===== config.mk =====
export PLATFORM = sky130hd
export DESIGN_NAME = drive_command_frame_parser
export DESIGN_NICKNAME = d
export VERILOG_FILES = /design/src/rtl/core/dcfp_pkg.sv /design/src/rtl/core/drive_command_frame_parser.sv /design/src/rtl/core/dcfp_front.sv /design/src/rtl/core/dcfp_queue.sv /design/src/rtl/core/dcfp_back.sv
export SDC_FILE = /design/constraint.sdc
export NUM_CORES = 1
export LEC_CHECK = 0
export BUFFER_PORTS_ARGS = -buffer_cell sky130_fd_sc_hd__buf_2
export CORE_ASPECT_RATIO = 1.2
export CORE_UTILIZATION = 58
export CTS_BUF_LIST = sky130_fd_sc_hd__clkbuf_4 sky130_fd_sc_hd__clkbuf_8
export CTS_CLUSTER_SIZE = 24
export DETAILED_ROUTE_END_ITERATION = 10
export PLACE_DENSITY = 0.88
export SLEW_MARGIN = 40
export SYNTH_ARGS = -nofsm -noshare
export SYNTH_HDL_FRONTEND = slang
export SYNTH_SLANG_ARGS = --single-unit

===== constraint.sdc =====
create_clock -name clk -period 4.5 [get_ports clk]
set_input_delay 0.675 -clock clk [delete_from_list [all_inputs] [get_ports clk]]
set_output_delay 0.675 -clock clk [all_outputs]
set_load 0.01 [all_outputs]

===== src/rtl/core/dcfp_pkg.sv =====
// ----------------------------------------------------------------------------
// dcfp_pkg
// Shared types and constants for the drive command frame parser.
// ----------------------------------------------------------------------------
package dcfp_pkg;

  localparam int QUEUE_DEPTH_DEFAULT = 4;

  // Frame kinds.
  localparam logic [1:0] KIND_NONE   = 2'd0;
  localparam logic [1:0] KIND_MOTOR  = 2'd1;
  localparam logic [1:0] KIND_CAMERA = 2'd2;

  // Sign byte classification carried with a command.
  localparam logic [1:0] SIGN_KEEP  = 2'd0;
  localparam logic [1:0] SIGN_PLUS  = 2'd1;
  localparam logic [1:0] SIGN_MINUS = 2'd2;

  // Channel numbers.
  localparam logic [1:0] CH_RIGHT = 2'd0;
  localparam logic [1:0] CH_LEFT  = 2'd1;
  localparam logic [1:0] CH_PAN   = 2'd2;
  localparam logic [1:0] CH_TILT  = 2'd3;

  localparam logic [2:0] POS_MAX       = 3'd7;
  localparam logic [2:0] POS_CMD_READY = 3'd4;

  localparam logic [7:0] ASCII_ZERO  = 8'h30;
  localparam logic [7:0] ASCII_ONE   = 8'h31;
  localparam logic [7:0] ASCII_TWO   = 8'h32;
  localparam logic [7:0] ASCII_PLUS  = 8'h2B;
  localparam logic [7:0] ASCII_MINUS = 8'h2D;
  localparam logic [7:0] ASCII_R     = 8'h52;
  localparam logic [7:0] ASCII_L     = 8'h4C;
  localparam logic [7:0] ASCII_X     = 8'h58;
  localparam logic [7:0] ASCII_Y     = 8'h59;

  // '0' * 111, the digit offset folded into one subtraction.
  localparam logic [15:0] DIGIT_OFFSET = 16'd5328;

  localparam logic [15:0] MOTOR_LIMIT  = 16'd1000;
  localparam logic [15:0] CAMERA_LIMIT = 16'd10000;

  typedef struct packed {
    logic [1:0]  channel;
    logic [1:0]  sign;
    logic [15:0] value;
  } cmd_t;

endpackage


===== src/rtl/core/drive_command_frame_parser.sv =====
// ----------------------------------------------------------------------------
// drive_command_frame_parser
// Parses ASCII motor and camera command frames into channel commands.
// ----------------------------------------------------------------------------
// The block takes one frame byte per cycle while in_stall is low. A completed
// command is written into the command queue, and from the queue it is loaded
// into the output register. While the output is stalled, completed commands
// collect in a queue of QUEUE_DEPTH entries; in_stall rises only when that
// queue is full, so with an output that is never stalled the sustained rate
// is one byte every cycle.
module drive_command_frame_parser #(
  parameter int QUEUE_DEPTH = dcfp_pkg::QUEUE_DEPTH_DEFAULT
) (
  input  logic        clk,
  input  logic        rst,
  input  logic        in_valid,
  output logic        in_stall,
  input  logic [7:0]  byte_value,
  input  logic        frame_start,
  output logic        out_valid,
  input  logic        out_stall,
  output logic [1:0]  channel,
  output logic        direction,
  output logic [13:0] magnitude
);
  import dcfp_pkg::*;

  logic push;
  logic pop;
  logic empty;
  logic full;
  cmd_t push_entry;
  cmd_t head;

  assign in_stall = full;

  dcfp_front u_front (
    .clk         (clk),
    .rst         (rst),
    .in_valid    (in_valid),
    .in_stall    (in_stall),
    .byte_value  (byte_value),
    .frame_start (frame_start),
    .push        (push),
    .push_entry  (push_entry)
  );

  dcfp_queue #(
    .DEPTH (QUEUE_DEPTH)
  ) u_queue (
    .clk        (clk),
    .rst        (rst),
    .push       (push),
    .push_entry (push_entry),
    .full       (full),
    .pop        (pop),
    .empty      (empty),
    .head       (head)
  );

  dcfp_back u_back (
    .clk       (clk),
    .rst       (rst),
    .empty     (empty),
    .head      (head),
    .pop       (pop),
    .out_valid (out_valid),
    .out_stall (out_stall),
    .channel   (channel),
    .direction (direction),
    .magnitude (magnitude)
  );

endmodule


===== src/rtl/core/dcfp_front.sv =====
// ----------------------------------------------------------------------------
// dcfp_front
// Accepts frame bytes, tracks frame kind and position, and emits one
// classified command when the fifth byte of a command arrives.
// ----------------------------------------------------------------------------
module dcfp_front (
  input  logic          clk,
  input  logic          rst,
  input  logic          in_valid,
  input  logic          in_stall,
  input  logic [7:0]    byte_value,
  input  logic          frame_start,
  output logic          push,
  output dcfp_pkg::cmd_t push_entry
);
  import dcfp_pkg::*;

  logic [1:0] frame_kind;
  logic [2:0] position_count;
  logic [7:0] byte_window [4];

  logic       accept;
  logic       cmd_hit;
  logic [1:0] cmd_channel;
  logic [7:0] letter;
  logic [7:0] sign_byte;

  assign accept    = in_valid && !in_stall;
  assign letter    = byte_window[3];
  assign sign_byte = byte_window[2];

  always_comb begin
    cmd_hit     = 1'b0;
    cmd_channel = CH_RIGHT;
    if (frame_kind == KIND_MOTOR) begin
      if (letter == ASCII_R) begin
        cmd_hit     = 1'b1;
        cmd_channel = CH_RIGHT;
      end else if (letter == ASCII_L) begin
        cmd_hit     = 1'b1;
        cmd_channel = CH_LEFT;
      end
    end else if (frame_kind == KIND_CAMERA) begin
      if (letter == ASCII_X) begin
        cmd_hit     = 1'b1;
        cmd_channel = CH_PAN;
      end else if (letter == ASCII_Y) begin
        cmd_hit     = 1'b1;
        cmd_channel = CH_TILT;
      end
    end
  end

  always_comb begin
    push_entry.channel = cmd_channel;
    if (sign_byte == ASCII_PLUS) begin
      push_entry.sign = SIGN_PLUS;
    end else if (sign_byte == ASCII_MINUS) begin
      push_entry.sign = SIGN_MINUS;
    end else begin
      push_entry.sign = SIGN_KEEP;
    end
    // Three digit bytes to a 16-bit wrapping value.
    push_entry.value = 16'(byte_window[1]) * 16'd100 + 16'(byte_window[0]) * 16'd10
                     + 16'(byte_value) - DIGIT_OFFSET;
  end

  // The fifth byte of a command brings the count to at least five.
  assign push = accept && !frame_start && (position_count >= POS_CMD_READY) && cmd_hit;

  always_ff @(posedge clk) begin
    if (rst) begin
      frame_kind     <= KIND_NONE;
      position_count <= '0;
      for (int i = 0; i < 4; i++) begin
        byte_window[i] <= '0;
      end
    end else if (accept) begin
      if (frame_start) begin
        position_count <= '0;
        if (byte_value == ASCII_ONE) begin
          frame_kind <= KIND_MOTOR;
        end else if (byte_value == ASCII_TWO) begin
          frame_kind <= KIND_CAMERA;
        end else begin
          frame_kind <= KIND_NONE;
        end
      end else if (position_count < POS_MAX) begin
        position_count <= position_count + 3'd1;
      end
      byte_window[3] <= byte_window[2];
      byte_window[2] <= byte_window[1];
      byte_window[1] <= byte_window[0];
      byte_window[0] <= byte_value;
    end
  end

endmodule


===== src/rtl/core/dcfp_queue.sv =====
// ----------------------------------------------------------------------------
// dcfp_queue
// Small command queue between the byte front end and the command executor.
// ----------------------------------------------------------------------------
module dcfp_queue #(
  parameter int DEPTH = dcfp_pkg::QUEUE_DEPTH_DEFAULT
) (
  input  logic           clk,
  input  logic           rst,
  input  logic           push,
  input  dcfp_pkg::cmd_t push_entry,
  output logic           full,
  input  logic           pop,
  output logic           empty,
  output dcfp_pkg::cmd_t head
);
  import dcfp_pkg::*;

  localparam int PTR_W = (DEPTH > 1) ? $clog2(DEPTH) : 1;
  localparam int CNT_W = $clog2(DEPTH + 1);

  cmd_t             entries [DEPTH];
  logic [PTR_W-1:0] wr_ptr;
  logic [PTR_W-1:0] rd_ptr;
  logic [CNT_W-1:0] count;

  assign full  = (count == CNT_W'(DEPTH));
  assign empty = (count == '0);
  assign head  = entries[rd_ptr];

  always_ff @(posedge clk) begin
    if (push) begin
      entries[wr_ptr] <= push_entry;
    end
  end

  always_ff @(posedge clk) begin
    if (rst) begin
      wr_ptr <= '0;
      rd_ptr <= '0;
      count  <= '0;
    end else begin
      if (push) begin
        wr_ptr <= (wr_ptr == PTR_W'(DEPTH - 1)) ? '0 : wr_ptr + 1'b1;
      end
      if (pop) begin
        rd_ptr <= (rd_ptr == PTR_W'(DEPTH - 1)) ? '0 : rd_ptr + 1'b1;
      end
      if (push && !pop) begin
        count <= count + 1'b1;
      end else if (pop && !push) begin
        count <= count - 1'b1;
      end
    end
  end

endmodule


===== src/rtl/core/dcfp_back.sv =====
// ----------------------------------------------------------------------------
// dcfp_back
// Executes queued commands: updates the kept channel direction, scales motor
// values, range-checks the value, and holds the result in the output register.
// ----------------------------------------------------------------------------
module dcfp_back (
  input  logic           clk,
  input  logic           rst,
  input  logic           empty,
  input  dcfp_pkg::cmd_t head,
  output logic           pop,
  output logic           out_valid,
  input  logic           out_stall,
  output logic [1:0]     channel,
  output logic           direction,
  output logic [13:0]    magnitude
);
  import dcfp_pkg::*;

  logic [3:0]  channel_direction;
  logic        is_motor;
  logic        dir_next;
  logic [15:0] scaled;
  logic [15:0] val;
  logic [15:0] limit;
  logic [13:0] mag_next;

  assign pop      = !empty && (!out_valid || !out_stall);
  assign is_motor = !head.channel[1];

  always_comb begin
    dir_next = channel_direction[head.channel];
    // Motor: plus clears, minus sets. Camera: the meaning is inverted.
    case (head.sign)
      SIGN_PLUS:  dir_next = !is_motor;
      SIGN_MINUS: dir_next = is_motor;
      default:    dir_next = channel_direction[head.channel];
    endcase
  end

  always_comb begin
    // Times ten as 8v + 2v, wrapping at 16 bits.
    scaled   = {head.value[12:0], 3'b000} + {head.value[14:0], 1'b0};
    val      = is_motor ? scaled : head.value;
    limit    = is_motor ? MOTOR_LIMIT : CAMERA_LIMIT;
    mag_next = ((val != '0) && (val <= limit)) ? 14'(val - 16'd1) : '0;
  end

  always_ff @(posedge clk) begin
    if (rst) begin
      out_valid         <= 1'b0;
      channel_direction <= '0;
    end else begin
      if (pop) begin
        out_valid                       <= 1'b1;
        channel_direction[head.channel] <= dir_next;
      end else if (!out_stall) begin
        out_valid <= 1'b0;
      end
    end
  end

  always_ff @(posedge clk) begin
    if (pop) begin
      channel   <= head.channel;
      direction <= dir_next;
      magnitude <= mag_next;
    end
  end

endmodule


==> results <==
- The most used flip-flop cell after synthesis is edfxtp_1.
- The Yosys step of the flow raised 0 warnings.
- The starting DRC count in detailed routing is 446.
- At the worst endpoint, the required time is 4.83 ns.
- The final layout contains 892 nets.
- In this run the core area contains 48 standard-cell rows.
- For this run the aggregate overflow at the end of global routing stands at 0.
- In the layout the commonest cells are edfxtp_1 (129), ha_1 (81), inv_1 (49), nor2_1 (45), buf_4 (38).
- The flip-flop and latch count after synthesis is 148.
- Between clock sinks in the finished design, the worst skew comes to 0.0171 ns.
- Across all setup checks in the final design, the least slack found is 0.0904 ns.
- The async set-reset flop share out of synthesis is 0%.
- The critical path arrival is 4.74 ns.
- The placed standard-cell area is 9370 sq um.
- Clock-pin slew was measured on the worst setup and hold paths at 0.09 ns.
- The count of inserted antenna diode cells is 0.
- In this run the count of I/O pins placed on the die edge is 32.
- The clock tree from TritonCTS is done.
- The flow ran to the end, and the final reports show no timing, DRC or antenna violations.
- The post-detailed-routing wire length is 16.6 mm.
- The insertion delay to the later sink of the worst-skew pair is 0.47 ns.
- The synthesized instance count is 695.
- The placed wire-length estimate after detailed placement is 11.8 mm.
- Counting cells, the worst reg-to-reg path comes to 19.
- The count of buffers added on input and output ports is 31.
- In the final routed layout, each cell accounts on average for 16.9 um.
- STA classifies the critical path endpoint as a register.
- The post-route cell area is 10100 sq um.
- Headroom to the max-slew limit came out at 49.5%.
- The worst register-to-register path ends at u_queue.entries[0][15].
- The number of nets produced by synthesis is 816.
- The synthesized design contains 129 enable-type register cells.
- In this run the remaining antenna-violating nets after routing total 0.
- Measured along the y axis, the die boundary spans 136 um.
- After floorplanning, the core was sized to cover 14500 sq um.
- Fill cells in the final layout number 961.
- The number of remaining DRC errors is 0.
- The layout overhead on the synthesized area is 15.6%.
- The clock tree synthesis step divided the H-tree into 4 levels.
- The final cycle utilization of the critical path is 98.0%.
- The launch point of the worst reg-to-reg path is u_front.byte_window[1][2].
- The share of the Yosys chip area taken by registers is 48.9%.
- For the finished layout, the period the worst path requires is 4.41 ns.
- Setup violations remaining at the end of the flow were counted as 0.
- The buffer levels on the longest clock path is 2.
- In the final layout, the share of cells above drive strength 1 is 24.6%.
- The CTS sink count is 148.
- Yosys mapped the design onto 62 distinct sky130hd cell types.
- The most common cell after layout, fill and taps aside is edfxtp_1.
- The top achievable clock speed is 0.227 GHz.
- Global routing consumed, over all layers together, 21.8% of the routing resources.
- The cell area after synthesis is 8690 sq um.
- The path class of the tightest hold or removal check is input port to register.
- The highest net fanout along the worst path is 5.
- The area of the multi-input gates is 4470 sq um.
- The sequential cells in the finished layout cover a total of 4260 sq um.
- The via count of the first global-routing pass was 5753.
- The capture point of the critical path is u_queue.entries[0][15].
- The worst setup path is launched from a register.
- The pre-antenna-repair detailed-routing pass consisted of 5 iterations.
- The setup slack of the worst register-to-register path is 0.09 ns.
- For the pin with the worst max-slew slack, the measured transition is 0.757 ns.
- The mean instance size in the synthesized netlist is 12.5 sq um.
- The pre-CTS setup slack is -0.180 ns.
- Entering global routing, the biggest net connects 33 pins.
- The die extent in x is 114 um.
- The first global-routing pass estimated 26.0 mm of wire.
- The worst setup path is of the register to register kind.
- The effective utilization at floorplan is 59.8%.
- The vias per cell is 5.78.
- The max-slew violation total from the final report is 0.
- The cell at the root of the clock tree is clkbuf_8.
- The final weighted congestion of routability-driven global placement is 0.914.
- The critical path startpoint is u_front.byte_window[1][2].
- The final hold slack is 0.453 ns.
- The final standard cell utilization of the core is 69.2%.
- The total of max-cap violations is 0.
- The startpoint of the most critical hold path is frame_start.
- The die covers 15500 sq um.
- The TritonCTS buffer count is 17.
- The number of antenna violations at the first check in global routing is 0.
- The detailed router placed 5687 vias in this run.
- The hold violation count in the final report is 0.
==> stage by stage <==
| step | cells | TNS (ns) |
|---|---|---|
| 3_3_place_gp | 947 | -0.0280 |
| 2_1_floorplan | 695 | 0 |
| 4_1_cts | 979 | 0 |
| 5_1_grt | 984 | -1.18 |
| 3_5_place_dp | 947 | -1.17 |
| 6_report | 984 | 0 |
==> cell families (layout without fill, tap and decap cells) <==
group                      count (synthesis)  in the layout  synth area share, %
and+or+nand+nor                          184            184                 11.3
DFF                                      148            148                 48.9
adders and majority gates                108            108                 16.7
AOI/OAI and AO/OA                        103            103                 7.93
buffers and inverters                     67            156                 3.12
xor gates and xnor gates                  44             44                 4.43
muxes                                     41             41                 7.63
==> how the worst min path moves through the flow <==
| stage | end | slack (ns) | depth (start not counted) |
|---|---|---|---|
| 3_5_place_dp | u_back.out_valid | 0.47 | 2 |
| 4_1_cts | u_front.position_count[2] | 0.44 | 2 |
| 5_1_grt | u_front.position_count[2] | 0.44 | 2 |
| 3_3_place_gp | u_back.out_valid | 0.45 | 2 |
| 6_report | u_front.position_count[2] | 0.45 | 2 |
| 2_1_floorplan | register | 0.45 | 2 |
==> cell usage after synthesis, drive strengths merged, types with 2 or more instances <==
cell	number	area, sq um
o21bai	6	45.0
o21a	5	37.5
o21ba	2	20.0
nand3	12	60.1
nor2	56	235
nor3b	6	45.0
mux2	2	22.5
a21oi	33	165
o211ai	4	35.0
nand2	26	97.6
nor2b	4	25.0
and2	33	206
xor2	13	114
nor3	18	90.1
a21o	9	67.6
xnor2	31	272
inv	52	195
or2	4	25.0
buf	9	53.8
clkbuf	6	22.5
nor4b	3	26.3
ha	95	1190
mux2i	19	190
edfxtp	129	3870
o31ai	4	30.0
a31oi	2	12.5
fa	13	260
dfxtp	19	380
nand2b	4	25.0
o21ai	15	75.1
nor4bb	5	50.1
or4	2	15.0
a31o	2	17.5
o2111a	2	22.5
or3	6	37.5
mux4	20	450
a211oi	6	50.1
==> routing by layer <==
layer  global-route usage [%]  up-vias  part of all wire [%]
met2                     40.4      161                    55
met5                        0        -                     0
li1                         -     2712                     -
met4                     10.1        0                   2.6
met1                     23.4     2774                    39
met3                     4.90       40                   3.7
==> cell type report <==
cell class                      count  area share (%)
Multi-Input combinational cell    480            44.5
Timing Repair Buffer               72            4.89
Clock buffer                       17            2.33
Tap cell                          200            2.49
Sequential cell                   148            42.3
Clock inverter                     15            1.52
Inverter                           52            1.94
==> critical path: stages (launching register included) <==
cell and delay (ns):
edfxtp_1 0.45, ha_1 0.35, ha_4 0.29, ha_4 0.20
ha_1 0.30, a21o_1 0.18, a21oi_2 0.14, nor2_1 0.05
o21a_1 0.17, or3_1 0.31, nand2_2 0.09, ha_4 0.12
inv_1 0.04, ha_1 0.31, ha_4 0.26, nand3_1 0.09
nand2_1 0.05, a41o_1 0.22, or4b_4 0.56, nand3_4 0.09
==> timing repair <==
action | in CTS | in global routing
hold buffers | 0 | 0
pin swaps | 5 | 13
buffers inserted | 0 | 5
setup endpoints to repair | 17 | 30
gates resized for setup | 7 | 35
==> sequential cells by signal (all words and copies together) (netlist names), 2 cells and up, named ones only <==
name	count
u_front.frame_kind	2
u_queue.wr_ptr	2
u_front.byte_window	32
u_back.magnitude	14
u_queue.rd_ptr	2
u_queue.count	3
u_queue.entries	80
u_back.channel_direction	4
u_back.channel	2
u_front.position_count	3
Power is left out: the tool's default activity adds up to more than one toggle a clock period on the data nets, which glitch-free logic cannot reach.
